===== config.mk =====
export PLATFORM = sky130hd
export DESIGN_NAME = record_image_checker_fletcher16_core
export DESIGN_NICKNAME = d
export VERILOG_FILES = /design/src/ricf16_pkg.sv /design/src/ricf16_step.sv /design/src/record_image_checker_fletcher16_core.sv
export SDC_FILE = /design/constraint.sdc
export NUM_CORES = 1
export LEC_CHECK = 0
export BUFFER_PORTS_ARGS = -buffer_cell sky130_fd_sc_hd__buf_2
export CORE_ASPECT_RATIO = 1.4
export CORE_UTILIZATION = 40
export DETAILED_ROUTE_END_ITERATION = 8
export PLACE_DENSITY = 0.67
export SYNTH_ARGS = -nofsm -noshare
export SYNTH_HDL_FRONTEND = slang
export SYNTH_SLANG_ARGS = --single-unit
export TNS_END_PERCENT = 5

===== constraint.sdc =====
create_clock -name i_clk -period 5.7 [get_ports i_clk]
set_clock_uncertainty 0.1 [all_clocks]
set_input_delay 0.57 -clock i_clk [delete_from_list [all_inputs] [get_ports i_clk]]
set_output_delay 0.57 -clock i_clk [all_outputs]
set_load 0.1 [all_outputs]

===== src/ricf16_pkg.sv =====
// Package for the record image checker: running state record, phase and status codes.
// Shared by ricf16_step and record_image_checker_fletcher16_core. No dependencies.
package ricf16_pkg;

    localparam int unsigned IMAGE_MAX_BYTES_DEF = 256;
    localparam logic [8:0]  FLETCHER_MOD        = 9'd255;
    localparam int unsigned BYTE_BITS           = 8;
    localparam int unsigned HEADER_BYTES        = 4;
    localparam int unsigned REC_W               = 7;
    localparam logic [REC_W-1:0] RECORDS_MAX    = 7'd127;
    localparam int unsigned STATUS_W            = 2;
    localparam int unsigned CHECKSUM_W          = 2 * BYTE_BITS;

    // Where the next byte lands in the record framing.
    typedef enum logic [2:0] {
        PH_IDX_HI = 3'd0,
        PH_IDX_LO = 3'd1,
        PH_SUBIDX = 3'd2,
        PH_LEN    = 3'd3,
        PH_DATA   = 3'd4
    } t_phase;

    typedef enum logic [STATUS_W-1:0] {
        ST_OK         = 2'd0,
        ST_TRUNC_HDR  = 2'd1,
        ST_TRUNC_DATA = 2'd2,
        ST_TOO_LONG   = 2'd3
    } t_status;

    // Running state except the byte counter, whose width follows the image size.
    typedef struct packed {
        logic [BYTE_BITS-1:0] low_sum;
        logic [BYTE_BITS-1:0] high_sum;
        t_phase               phase;
        logic [BYTE_BITS-1:0] data_remaining;
        logic [REC_W-1:0]     records_seen;
        logic                 overflow;
    } t_state;

    localparam t_state STATE_RESET = '{
        low_sum: '0, high_sum: '0, phase: PH_IDX_HI,
        data_remaining: '0, records_seen: '0, overflow: 1'b0
    };

    // Add modulo 255 with a single conditional subtract; first operand below 255, second at most 255.
    function automatic logic [BYTE_BITS-1:0] mod_add(
        input logic [BYTE_BITS-1:0] a,
        input logic [BYTE_BITS-1:0] b
    );
        logic [8:0] s;
        s = {1'b0, a} + {1'b0, b};
        if (s >= FLETCHER_MOD) begin
            s = s - FLETCHER_MOD;
        end
        return s[BYTE_BITS-1:0];
    endfunction

endpackage


===== src/ricf16_step.sv =====
// One-byte update of the checker state: Fletcher sums, record framing, counters, status.
// Pure combinational; depends on ricf16_pkg.
module ricf16_step #(
    parameter int unsigned IMAGE_MAX_BYTES = ricf16_pkg::IMAGE_MAX_BYTES_DEF,
    parameter int unsigned LEN_W           = $clog2(IMAGE_MAX_BYTES + 1)
) (
    input  ricf16_pkg::t_state  i_state,
    input  logic [LEN_W-1:0]    i_cnt,
    input  logic [7:0]          i_byte,
    output ricf16_pkg::t_state  o_state,
    output logic [LEN_W-1:0]    o_cnt,
    output ricf16_pkg::t_status o_status
);
    import ricf16_pkg::*;

    localparam logic [LEN_W-1:0] CNT_MAX = LEN_W'(IMAGE_MAX_BYTES);

    logic [BYTE_BITS-1:0] low_new;
    logic [BYTE_BITS-1:0] rem_dec;

    assign low_new = mod_add(i_state.low_sum, i_byte);
    assign rem_dec = (i_state.data_remaining != '0) ? i_state.data_remaining - 8'd1
                                                   : i_state.data_remaining;

    always_comb begin
        o_state          = i_state;
        o_state.low_sum  = low_new;
        o_state.high_sum = mod_add(i_state.high_sum, low_new);
        o_cnt            = i_cnt;

        if (i_cnt < CNT_MAX) begin
            o_cnt = i_cnt + LEN_W'(1);
        end else begin
            o_state.overflow = 1'b1;
        end

        case (i_state.phase)
            PH_IDX_HI: begin
                if (i_state.records_seen < RECORDS_MAX) begin
                    o_state.records_seen = i_state.records_seen + REC_W'(1);
                end
                o_state.phase = PH_IDX_LO;
            end
            PH_IDX_LO: o_state.phase = PH_SUBIDX;
            PH_SUBIDX: o_state.phase = PH_LEN;
            PH_LEN: begin
                o_state.data_remaining = i_byte;
                o_state.phase          = (i_byte == '0) ? PH_IDX_HI : PH_DATA;
            end
            default: begin
                // data byte
                o_state.data_remaining = rem_dec;
                o_state.phase          = (rem_dec == '0) ? PH_IDX_HI : PH_DATA;
            end
        endcase

        if (o_state.overflow) begin
            o_status = ST_TOO_LONG;
        end else begin
            case (o_state.phase)
                PH_IDX_HI: o_status = ST_OK;
                PH_IDX_LO: o_status = ST_TRUNC_HDR;
                PH_SUBIDX: o_status = ST_TRUNC_HDR;
                PH_LEN:    o_status = ST_TRUNC_HDR;
                default:   o_status = ST_TRUNC_DATA;
            endcase
        end
    end

endmodule


===== src/record_image_checker_fletcher16_core.sv =====
// Record image checker top level: byte stream in, one check result per image out.
// Depends on ricf16_pkg and ricf16_step.
//
//  channel   dir  beat                 payload
//  s_axis    in   one image byte       tdata = image_byte, tlast = last_byte
//  m_axis    out  one result per image tdata = status, checksum, image_length, record_count
//
// One byte per cycle sustained while the result register is free for each image's result.
// Each byte is registered in the input register, then the single-pass update (two mod-255
// adds, framing, counters) writes the state and, on the last byte, the result register.
// A last byte waits there while the result register is full and unread, holding off
// the bytes behind it; otherwise the input never stalls.
// Synchronous active-low reset clears the stage valids and the running state.
module record_image_checker_fletcher16_core #(
    parameter int unsigned IMAGE_MAX_BYTES = ricf16_pkg::IMAGE_MAX_BYTES_DEF,
    parameter int unsigned LEN_W           = $clog2(IMAGE_MAX_BYTES + 1),
    parameter int unsigned OUT_BITS        = ricf16_pkg::STATUS_W + ricf16_pkg::CHECKSUM_W
                                             + LEN_W + ricf16_pkg::REC_W,
    parameter int unsigned OUT_W           = ((OUT_BITS + 7) / 8) * 8
) (
    input  logic             i_clk,
    input  logic             i_rst_n,
    input  logic             s_axis_tvalid,
    output logic             s_axis_tready,
    input  logic [7:0]       s_axis_tdata,   // [7:0] image_byte
    input  logic             s_axis_tlast,   // last_byte
    output logic             m_axis_tvalid,
    input  logic             m_axis_tready,
    output logic [OUT_W-1:0] m_axis_tdata    // status, checksum, image_length,
                                             // record_count, zero fill
);
    import ricf16_pkg::*;

    // input register
    logic       r_in_valid;
    logic [7:0] r_in_byte;
    logic       r_in_last;

    // running state
    t_state           r_state;
    logic [LEN_W-1:0] r_cnt;

    // result register
    logic             r_out_valid;
    logic [OUT_W-1:0] r_out_data;

    t_state           upd_state;
    logic [LEN_W-1:0] upd_cnt;
    t_status          upd_status;

    logic out_free;
    logic fire;

    ricf16_step #(
        .IMAGE_MAX_BYTES(IMAGE_MAX_BYTES),
        .LEN_W          (LEN_W)
    ) u_step (
        .i_state (r_state),
        .i_cnt   (r_cnt),
        .i_byte  (r_in_byte),
        .o_state (upd_state),
        .o_cnt   (upd_cnt),
        .o_status(upd_status)
    );

    assign out_free      = !r_out_valid || m_axis_tready;
    // A non-final byte never needs the result register.
    assign fire          = r_in_valid && (!r_in_last || out_free);
    assign s_axis_tready = !r_in_valid || fire;

    always_ff @(posedge i_clk) begin
        if (!i_rst_n) begin
            r_in_valid <= 1'b0;
        end else if (s_axis_tready) begin
            r_in_valid <= s_axis_tvalid;
        end
    end

    always_ff @(posedge i_clk) begin
        if (s_axis_tready && s_axis_tvalid) begin
            r_in_byte <= s_axis_tdata;
            r_in_last <= s_axis_tlast;
        end
    end

    always_ff @(posedge i_clk) begin
        if (!i_rst_n) begin
            r_state <= STATE_RESET;
            r_cnt   <= '0;
        end else if (fire) begin
            // the final byte of an image clears everything for the next one
            r_state <= r_in_last ? STATE_RESET : upd_state;
            r_cnt   <= r_in_last ? '0 : upd_cnt;
        end
    end

    always_ff @(posedge i_clk) begin
        if (!i_rst_n) begin
            r_out_valid <= 1'b0;
        end else if (fire && r_in_last) begin
            r_out_valid <= 1'b1;
        end else if (m_axis_tready) begin
            r_out_valid <= 1'b0;
        end
    end

    always_ff @(posedge i_clk) begin
        if (fire && r_in_last) begin
            r_out_data <= OUT_W'({upd_state.records_seen, upd_cnt,
                                  upd_state.high_sum, upd_state.low_sum, upd_status});
        end
    end

    assign m_axis_tvalid = r_out_valid;
    assign m_axis_tdata  = r_out_data;

endmodule


==> run summary, run 1 <==
Final Cycle Share = 92.84%
Gates resized, CTS repair = 0
NumNets Final = 626
Combinational family with the most area after synthesis = simple AND/OR/NAND/NOR gates
Initial antenna violation count = 0
CTS clock-pin slew for the worst setup and hold paths = 0.07 ns
Gr ovfl total = 0
Critical path startpoint category = flip-flop
Global routing usage on met3 = 2.860%
Failing checks = DRC
H-tree depth = 3
GRT busiest layer = met2
Met1 usage = 20.63%
Status = complete, but fails checks
Slew of the pin with the lowest slew margin = 0.9596 ns
CP max stage cell = fa_1
CTS Root Cell = clkbuf_16
Layout cells sized above 1 = 14.33%
Final Hold Viols = 0
Die ar. = 13,450 um2
Maximum Capacitance Violations = 0
First-pass GRT wire length = 19,160 um
CP arrival = 5.28 ns
CP Max Fanout = 8
DR vias = 4,247
Leak = 2.215 nW
TNS Setup = 0 ns
Total Wirelength = 11,910 um
Max-slew violation count = 0
Critical path cell sequence = ha_1, inv_1, fa_1, xnor2_1, o21ai_0, o41ai_2, xor2_1, ha_1, inv_1, fa_1, inv_1, ha_1, or2_2, nand4b_1, a2111oi_4, buf_4, buf_4, o21ai_1, o21ai_0
Initial Util = 41.59%
PD cells = 309.0 nW/um2
Endpoints failing setup = 0
Most frequent cells in the layout = nand2_1 (50), buf_2 (48), dfxtp_1 (46)
Post-Synth Adder-Cell Area = 6.310%
Synth Area in Simple Gates = 20.66%
Vias in the first global route = 4,013
# DRC = 6
RSZ-0062 raised after global routing = false
Core Area = 12,490 um2
Compound-Gate Fraction of Synth Area = 20.35%
FMAX = 189.0 MHz
Post-Syn Instances = 543
Sequential share of the synthesized area = 42.58%
Die W = 98.32 um
Drt pass-1 iters = 6
Mux share of post-synthesis cell area = 1.614%
DR iter-0 viols = 246
Diodes inserted = 0
# rows = 48
HPWL reported at the end of detailed placement = 8678 um
CTS tree = yes
Hold-fix buffers, CTS = 0
Async S/R FF share, synth = 0%
Largest net degree at the start of global routing = 33
XOR/XNOR share of the synthesized area = 4.865%
Yosys warning count = 0
CTS Buffer Depth = 2
CP endpoint kind = flip-flop
Overall global routing resource usage = 18.23%
Synth Cell Area = 5195 um2
CP peak stage delay = 0.58 ns
Commonest non-fill, non-tap cell in the layout = nand2_1
Final min period = 5.292 ns
Number of synthesized flops with an enable pin = 43
Worst EP required = 5.69 ns
Max-slew headroom = 36.03%
I/O Pins = 55
Crit Path Category = reg -> reg
I/O Buffers = 48
DR WL/cell = 16.02 um
Top FF cell, synth = dfxtp_1
Worst-Skew Late Latency = 0.34 ns
Peak VDD IR = 0.1298 mV
Die Span Y = 136.8 um
Synthesized area per cell = 9.567 um2
Via density = 5.716
ANT nets after route = 0
Clk sinks = 89
Final core utilization = 46.87%
Global placement routability congestion = 0.8694
Number of distinct library cells after synthesis = 72
Num CTS Buffers = 9
Seq cells post-synth = 89
Worst min path class = in -> reg
Area growth from synthesis to layout = 12.69%
Met2 usage = 33.69%
-- synth_stat cells, types with 2 or more instances --
cell / instances / area [um2]
nor3_1: 20 / 100.1
a22o_1: 10 / 87.58
ha_1: 23 / 287.8
nand3_1: 12 / 60.06
o2111ai_1: 4 / 35.03
o211ai_1: 7 / 52.55
inv_1: 17 / 63.81
fa_1: 2 / 40.04
o22ai_1: 2 / 12.51
nor2_1: 31 / 116.4
or3_1: 5 / 31.28
nand2_1: 50 / 187.7
o311a_1: 2 / 20.02
a22oi_1: 16 / 120.1
o21a_1: 5 / 37.54
buf_4: 6 / 45.04
o31ai_1: 3 / 22.52
a21oi_1: 24 / 120.1
a211oi_1: 2 / 15.01
a41oi_1: 2 / 17.52
a21boi_0: 4 / 30.03
mux2_2: 3 / 33.78
xor2_1: 9 / 78.83
clkbuf_1: 20 / 75.07
nand3b_1: 6 / 45.04
nand2b_1: 5 / 31.28
o21ai_1: 7 / 35.03
edfxtp_1: 43 / 1291
xnor2_1: 18 / 157.7
a21o_1: 7 / 52.55
nor2b_1: 35 / 219.0
nand4_1: 8 / 50.05
o32a_1: 2 / 20.02
o21ai_0: 22 / 110.1
a31oi_1: 8 / 50.05
nand4b_1: 2 / 17.52
mux2i_1: 5 / 50.05
or4_1: 2 / 15.01
or2_1: 4 / 25.02
nor4_1: 6 / 37.54
and2_1: 6 / 37.54
dfxtp_1: 46 / 920.9
nor3b_1: 3 / 22.52
-- path summary, 6_finish.rpt --
check,startpoint,endpoint,slack [ns],cells after the start
max,r_in_byte[0],m_axis_tdata[11],0.41,19
min,s_axis_tdata[7],r_in_byte[7],0.31,1
max reg2reg,r_in_byte[0],m_axis_tdata[11],0.41,19
min reg2reg,r_state[30],r_state[30],0.38,2
-- kinds of logic (layout without fill, tap and decap cells) --
| family | after synthesis | in the layout |
|---|---|---|
| simple gates | 204 | 204 |
| compound gates | 145 | 145 |
| flops | 89 | 89 |
| buf+inv | 43 | 88 |
| xor+xnor | 28 | 28 |
| fa+ha+maj | 25 | 25 |
| mux | 8 | 8 |
| other cells | 1 | 6 |
-- worst max-delay path, delay by kind of cell (launching register included) --
family	cells	cell delay, ns
buf+inv	5	0.53
simple gates	2	0.49
compound gates	5	1.13
xor+xnor	2	0.77
fa+ha+maj	5	1.68
flops	1	0.38
-- timing repair --
action / 4_1_cts / 5_1_grt
buffers inserted: 0 / 2
endpoints found under the hold margin: 0 / 0
endpoints found under the setup margin: 0 / 8
-- power by group --
part | total (mW) | internal (mW) | leakage [nW] | switching (mW)
Combinational | 0.513 | 0.167 | 1.30 | 0.346
Clock | 0.569 | 0.303 | 0.139 | 0.266
Sequential | 0.727 | 0.708 | 0.778 | 0.0190
-- through the flow --
step	power [mW]	std cells	hold slack, ns	setup slack [ns]	area, um2
4_1_cts	1.815	741	0.2937	0.2519	5839
3_3_place_gp	1.234	725	0.3743	0.5070	5559
5_1_grt	1.893	743	0.2907	0.1371	5854
6_report	1.809	743	0.3058	0.4080	5854
3_5_place_dp	1.246	725	0.3680	0.2846	5559
2_1_floorplan	1.147	548	0.3318	0.8030	5214
-- final cells by class --
cell class | count | area [um2]
fill | 1179 | 6638
multi-input combinational | 416 | 2818
sequential | 89 | 2212
timing repair buffer | 55 | 292.8
clock buffer | 10 | 229.0
tap | 150 | 187.7
inverter | 17 | 63.81
clock inverter | 6 | 51.30
-- layer usage --
layer	vias to the layer above	share of wire, %
li1	2098	-
met1	2036	43
met2	97	52
met3	16	3.1
met4	0	2.2
met5	-	0
-- sequential cells by signal, indices dropped and copies added (netlist names) --
register,count
r_state,35
m_axis_tdata,34
r_cnt,9
r_in_byte,8
m_axis_tvalid,1
r_in_last,1
r_in_valid,1
No activity file was read; power rests on OpenSTA's default activity.
==> inputs of run 2 (changes only) <==
--- a/config.mk
+++ b/config.mk
@@ -6,10 +6,14 @@
 export NUM_CORES = 1
 export LEC_CHECK = 0
 export BUFFER_PORTS_ARGS = -buffer_cell sky130_fd_sc_hd__buf_2
+export CELL_PAD_IN_SITES_DETAIL_PLACEMENT = 1
+export CELL_PAD_IN_SITES_GLOBAL_PLACEMENT = 1
 export CORE_ASPECT_RATIO = 1.4
+export CORE_MARGIN = 4
 export CORE_UTILIZATION = 40
+export CTS_CLUSTER_SIZE = 40
 export DETAILED_ROUTE_END_ITERATION = 8
-export PLACE_DENSITY = 0.67
+export PLACE_DENSITY = 0.8
 export SYNTH_ARGS = -nofsm -noshare
 export SYNTH_HDL_FRONTEND = slang
 export SYNTH_SLANG_ARGS = --single-unit
==> run 2 against run 1 <==
  * Design area grew 0.75%
  * Die area rose by 11%
  * Sequential share of layout area decreased by 0.28 points
  * Via count grew 2.4%
  * Core utilization fell by 0.83 points
  * Non-clock buffer count is 4 higher
  * First-iteration DRC count is 44% lower
  * The run now ends clean
  * Final cell count up 0.94%
  * Largest power group unchanged
  * Clock power increased by 1%
  * Critical path depth is the same
  * Wire length is 16% higher
==> run summary, run 2 (same netlist as run 1, synthesis figures left out) <==
Status = completed
Die Span Y = 142.8 um (+4.4%)
Max-slew headroom = 36.98% (+0.95 points)
Placed cell count = 728 (+0.41%)
Initial Util = 40.54% (-1.0 points)
Commonest non-fill, non-tap cell in the layout = nand2_1
H-tree depth = 3 (unchanged)
Num CTS Buffers = 9 (unchanged)
RSZ-0062 raised after global routing = false
# rows = 49 (+2.1%)
Final min period = 5.410 ns (+0.1180 ns)
Leak = 2.243 nW (+1.2%)
Maximum Capacitance Violations = 0 (unchanged)
Area post-placement = 5563 um2 (about the same)
CTS Buffer Depth = 2 (unchanged)
Hold Crit Start = s_axis_tdata[2]
Post-Layout Inst Area = 5898 um2 (+0.75%)
Share of power burned in registers = 39.6% (-0.6 points)
Clk sinks = 89 (unchanged)
Max-slew violation count = 0 (unchanged)
Final Hold Viols = 0 (unchanged)
Via density = 5.797 (+1.4%)
Initial antenna violation count = 0 (unchanged)
Worst hold margin = 0.2922 ns (-0.01356 ns)
CTS clock-pin slew for the worst setup and hold paths = 0.07 ns (about the same)
Gr ovfl total = 0 (unchanged)
CTS Root Cell = clkbuf_16
TNS Setup = 0 ns (unchanged)
Vias in the first global route = 4,461 (+11%)
Diodes inserted = 0 (unchanged)
DR iter-0 viols = 138 (-44%)
ANT nets after route = 0 (unchanged)
I/O Pins = 55 (unchanged)
Hold path cells = 1 (unchanged)
Biggest register = r_state
NumNets Final = 630 (+0.64%)
Cell-internal power = 1.183 mW (+0.47%)
Final core utilization = 46.03% (-0.83 points)
First-pass GRT wire length = 22,740 um (+19%)
Largest net degree at the start of global routing = 33 (unchanged)
Launching point of the worst reg2reg path = r_in_byte[2]
Endpoint, Worst Hold = r_in_byte[2]
PD cells = 311.3 nW/um2 (+0.74%)
CP peak stage delay = 0.58 ns (about the same)
DR vias = 4,348 (+2.4%)
Drt pass-1 iters = 4 (-2)
HPWL reported at the end of detailed placement = 10,320 um (+19%)
Final Cycle Share = 94.91% (+2.1 points)
Die ar. = 14,900 um2 (+11%)
Peak VDD IR = 0.1438 mV (+11%)
CP most frequent cell = ha_1
Most frequent cells in the layout = nand2_1 (50), buf_2 (48), dfxtp_1 (46)
Area growth from synthesis to layout = 13.54%
DR WL/cell = 18.48 um (+15%)
Largest register FFs = 35 (unchanged)
CP Max Fanout = 7 (-1)
Core Area = 12,810 um2 (+2.6%)
Layout cells sized above 1 = 14.91% (+0.57 points)
Slew of the pin with the lowest slew margin = 0.9453 ns (-0.01430 ns)
Global placement routability congestion = 0.8722 (+0.32%)
Gate power share = 29.0% (+0.6 points)
Worst-Skew Late Latency = 0.35 ns (about the same)
Worst-case reg-to-reg path depth = 19 (unchanged)
Net switching power = 0.6527 mW (+3.4%)
Post-Layout Cell Count = 750 (+0.94%)
CP endpoint kind = flip-flop
Worst min path class = in -> reg
Worst EP required = 5.90 ns (+0.21 ns)
Critical path startpoint category = flip-flop
FF-to-FF End = r_state[23]
Critical path cell sequence = ha_1, or2_1, and3_4, o311ai_4, nand3_2, o41ai_4, xor2_1, ha_1, inv_1, fa_1, inv_1, ha_1, or2_2, nand4b_1, a2111oi_4, buf_4, buf_4, or4_1, nand3_1
# DRC = 0 (-6)
CP arrival = 5.61 ns (+0.33 ns)
Total Wirelength = 13,860 um (+16%)
Die W = 104.3 um (+6.1%)
CP max stage cell = fa_1
Endpoints failing setup = 0 (unchanged)
R2R Setup Slk = 0.29 ns (-0.12 ns)
I/O Buffers = 48 (unchanged)
FMAX = 184.8 MHz (-2.2%)
CTS tree = yes
Overall global routing resource usage = 18.91% (+0.68 points)
Crit Path Category = reg -> reg
Clock Power Share = 31.4% (about the same)
Switching Share = 35.55% (+0.66 points)
==> run 2: layout make-up <==
type | instances | area (um2)
clock buffers | 10 | 229.0
clock inverters | 6 | 50.05
fillers | 1476 | 6915
inverters | 17 | 63.81
multi-input cells | 416 | 2829
flip-flops and latches | 89 | 2212
well taps | 153 | 191.4
repair buffers | 59 | 322.8
==> run 2: metrics by stage <==
| step | power, mW | setup slack [ns] |
|---|---|---|
| 5_1_grt | 1.919 | 0.03333 |
| 4_1_cts | 1.831 | 0.06117 |
| 3_5_place_dp | 1.258 | 0.09878 |
| 6_report | 1.836 | 0.2901 |
| 3_3_place_gp | 1.247 | 0.3248 |
| 2_1_floorplan | 1.147 | 0.8030 |
==> run 2: worst max-delay path by stage <==
stage	from	to	slack (ns)	depth (start not counted)
5_1_grt	r_in_byte[0]	r_state[23]	0.03	21
2_1_floorplan	r_in_byte[0]	m_axis_tdata[11]	0.80	19
6_report	r_in_byte[2]	r_state[23]	0.29	19
3_3_place_gp	r_in_byte[0]	m_axis_tdata[11]	0.32	19
3_5_place_dp	r_in_byte[0]	m_axis_tdata[11]	0.1	19
4_1_cts	r_in_byte[0]	m_axis_tdata[11]	0.06	19
==> run 2: routing by layer <==
layer  share of wire [%]  global-route usage, %  routed length (um)  up-vias
met2                  54                  36.39                7449       64
met1                  42                  21.35                5773     2159
met5                   0                      0                   0        -
met3                 3.3                  2.488                 452       15
li1                    -                      -                   -     2110
met4                 1.3                  6.513                 185        0
==> run 2: worst max-delay path, delay by kind of cell, from the launching register on <==
kind | cells | cell delay (ns)
xor gates and xnor gates | 1 | 0.30
DFF | 1 | 0.44
buffers and inverters | 4 | 0.47
AOI/OAI and AO/OA | 3 | 0.84
and+or+nand+nor | 7 | 1.74
adders and majority gates | 4 | 1.46
==> run 2: what timing repair did <==
item / 4_1_cts / 5_1_grt
endpoints found under the setup margin: 0 / 14
buffers inserted: 0 / 6
gates resized for setup: 0 / 1
hold buffers: 0 / 0
==> run 2: power groups by stage <==
| stage | logic [mW] | registers (mW) | clock network (mW) |
|---|---|---|---|
| final | 0.533 | 0.726 | 0.577 |
| after global routing | 0.579 | 0.729 | 0.611 |
| after CTS | 0.523 | 0.726 | 0.581 |
| after detailed placement | 0.518 | 0.741 | 0 |
| after global placement | 0.507 | 0.740 | 0 |
| after floorplan | 0.340 | 0.807 | 0 |
==> inputs of run 3 (changes only) <==
--- a/config.mk
+++ b/config.mk
@@ -13,7 +13,7 @@
 export CORE_UTILIZATION = 40
 export CTS_CLUSTER_SIZE = 40
 export DETAILED_ROUTE_END_ITERATION = 8
-export PLACE_DENSITY = 0.8
+export PLACE_DENSITY = 0.82
 export SYNTH_ARGS = -nofsm -noshare
 export SYNTH_HDL_FRONTEND = slang
 export SYNTH_SLANG_ARGS = --single-unit
==> run 3 against run 2 <==
  * Total power up 5.0%
  * Design area increased by 1.4%
  * Critical path depth grew 1
  * Core utilization rose by 0.62 points
  * Final cell count grew 0.40%
  * Setup slack improved by 0.031 ns
  * Fmax rose by 0.57%
  * Sequential share of layout area fell by 0.50 points
  * Register-to-register slack better by 0.03 ns
  * Sequential cell count unchanged
  * Wire length increased by 2.6%
  * First-iteration DRC count down 2.2%
  * Largest power group unchanged
==> run summary, run 3 (same netlist as run 1, synthesis figures left out) <==
Critical path startpoint category = flip-flop
Fillers = 1,447 (-2.0%)
Worst-Skew Late Latency = 0.34 ns (about the same)
Global placement routability congestion = 0.8877 (+1.8%)
CTS Root Cell = clkbuf_16
Clk sinks = 89 (unchanged)
CTS tree = yes
TNS Setup = 0 ns (unchanged)
Gr ovfl total = 0 (unchanged)
CP Max Fanout = 5 (-2)
Leak = 2.284 nW (+1.8%)
Core Area = 12,810 um2 (unchanged)
Drt pass-1 iters = 4 (unchanged)
Layout cells sized above 1 = 15.67% (+0.76 points)
Die W = 104.3 um (unchanged)
I/O Pins = 55 (unchanged)
Post-Layout Cell Count = 753 (+0.40%)
Initial antenna violation count = 0 (unchanged)
Vias in the first global route = 4,575 (+2.6%)
Maximum Capacitance Violations = 0 (unchanged)
First-pass GRT wire length = 22,850 um (+0.51%)
DR vias = 4,399 (+1.2%)
# rows = 49 (unchanged)
Overall global routing resource usage = 19.15% (+0.23 points)
Largest net degree at the start of global routing = 33 (unchanged)
Num CTS Buffers = 9 (unchanged)
Via density = 5.842 (+0.77%)
Area post-placement = 5585 um2 (+0.40%)
Status = completed
Worst min path class = in -> reg
Post-Layout Inst Area = 5978 um2 (+1.4%)
Final min period = 5.379 ns (-0.03053 ns)
Final Hold Viols = 0 (unchanged)
HPWL reported at the end of detailed placement = 10,570 um (+2.5%)
Area growth from synthesis to layout = 15.08%
FMAX = 185.9 MHz (+0.57%)
Endpoints failing setup = 0 (unchanged)
Slew of the pin with the lowest slew margin = 0.9180 ns (-0.02730 ns)
Initial Util = 40.54% (unchanged)
I/O Buffers = 48 (unchanged)
CTS Buffer Depth = 2 (unchanged)
NumNets Final = 633 (+0.48%)
CTS clock-pin slew for the worst setup and hold paths = 0.07 ns (about the same)
DR iter-0 viols = 135 (-2.2%)
Placed cell count = 731 (+0.41%)
Hold-fix buffers, CTS = 0 (unchanged)
Final Cycle Share = 94.38% (-0.54 points)
Crit Path Category = reg -> reg
Die Span Y = 142.8 um (unchanged)
Commonest non-fill, non-tap cell in the layout = nand2_1
Sequential Area = 2212 um2 (unchanged)
Max-slew violation count = 0 (unchanged)
Largest register FFs = 35 (unchanged)
# DRC = 0 (unchanged)
H-tree depth = 3 (unchanged)
PD cells = 322.5 nW/um2 (+3.6%)
CP endpoint kind = flip-flop
Max-slew headroom = 38.80% (+1.8 points)
Die ar. = 14,900 um2 (unchanged)
Peak VDD IR = 0.1392 mV (-3.2%)
Worst EP required = 5.70 ns (-0.20 ns)
Total Wirelength = 14,220 um (+2.6%)
DR WL/cell = 18.89 um (+2.2%)
Multi-input logic area = 2836 um2 (+0.27%)
ANT nets after route = 0 (unchanged)
Diodes inserted = 0 (unchanged)
Biggest register = r_state
Most frequent cells in the layout = nand2_1 (50), buf_2 (48), dfxtp_1 (46)
CP arrival = 5.38 ns (-0.23 ns)
==> run 3: power breakdown <==
group	leakage (nW)	switching [mW]	internal, mW
combinational	1.34	0.368	0.179
clock	0.162	0.269	0.384
sequential	0.778	0.0191	0.708
==> run 3: final cells by class <==
class                   count  area share (%)
well taps                 153           3.202
clock buffers              11           4.416
multi-input cells         416           47.45
repair buffers             62           5.776
inverters                  17           1.067
flip-flops and latches     89           37.00
clock inverters             5           1.088
==> run 3: critical path, cell delays in order (launching register included) <==
cell and delay [ns]:
edfxtp_1 0.39, ha_1 0.21, inv_1 0.07, fa_1 0.41
nor2b_1 0.19, o22ai_1 0.14, xnor2_2 0.32, nand3_2 0.19
o41ai_4 0.46, buf_4 0.20, nand2_1 0.07, o21ai_0 0.14
ha_1 0.33, a211oi_2 0.34, nor2_1 0.16, o221ai_1 0.40
nand4b_1 0.24, a2111oi_4 0.32, buf_4 0.18, o21bai_1 0.08
a21o_1 0.19
==> run 3: path summary, 6_finish.rpt <==
| path | startpoint | cells after the start | slack, ns | end |
|---|---|---|---|---|
| min | s_axis_tdata[5] | 1 | 0.30 | r_in_byte[5] |
| max reg2reg | r_in_byte[0] | 20 | 0.32 | m_axis_tdata[13] |
| min reg2reg | r_state[33] | 1 | 0.39 | r_state[33] |
| max | r_in_byte[0] | 20 | 0.32 | m_axis_tdata[13] |
==> run 3: through the flow <==
step	util (%)	power (mW)	hold slack [ns]	worst slack (ns)
floorplan	-	1.147	0.3318	0.8030
global placement	43.59	1.251	0.3694	0.3238
finish	46.66	1.928	0.3016	0.3206
detailed placement	43.59	1.269	0.3739	0.01294
CTS	46.25	1.923	0.2931	0.05090
global route	46.66	2.011	0.2953	-0.008334
==> run 3: repair_timing <==
item,in CTS,in global routing
gates resized for setup,1,1
setup endpoints to repair,3,12
pin swaps,1,3
setup buffers,0,6
==> run 3: routing by layer <==
layer	GRT usage (%)	up-vias	routed length [um]
met5	0	-	0
met3	3.980	35	386
met2	36.42	74	7616
met1	20.42	2180	5748
li1	-	2110	-
met4	8.123	0	471
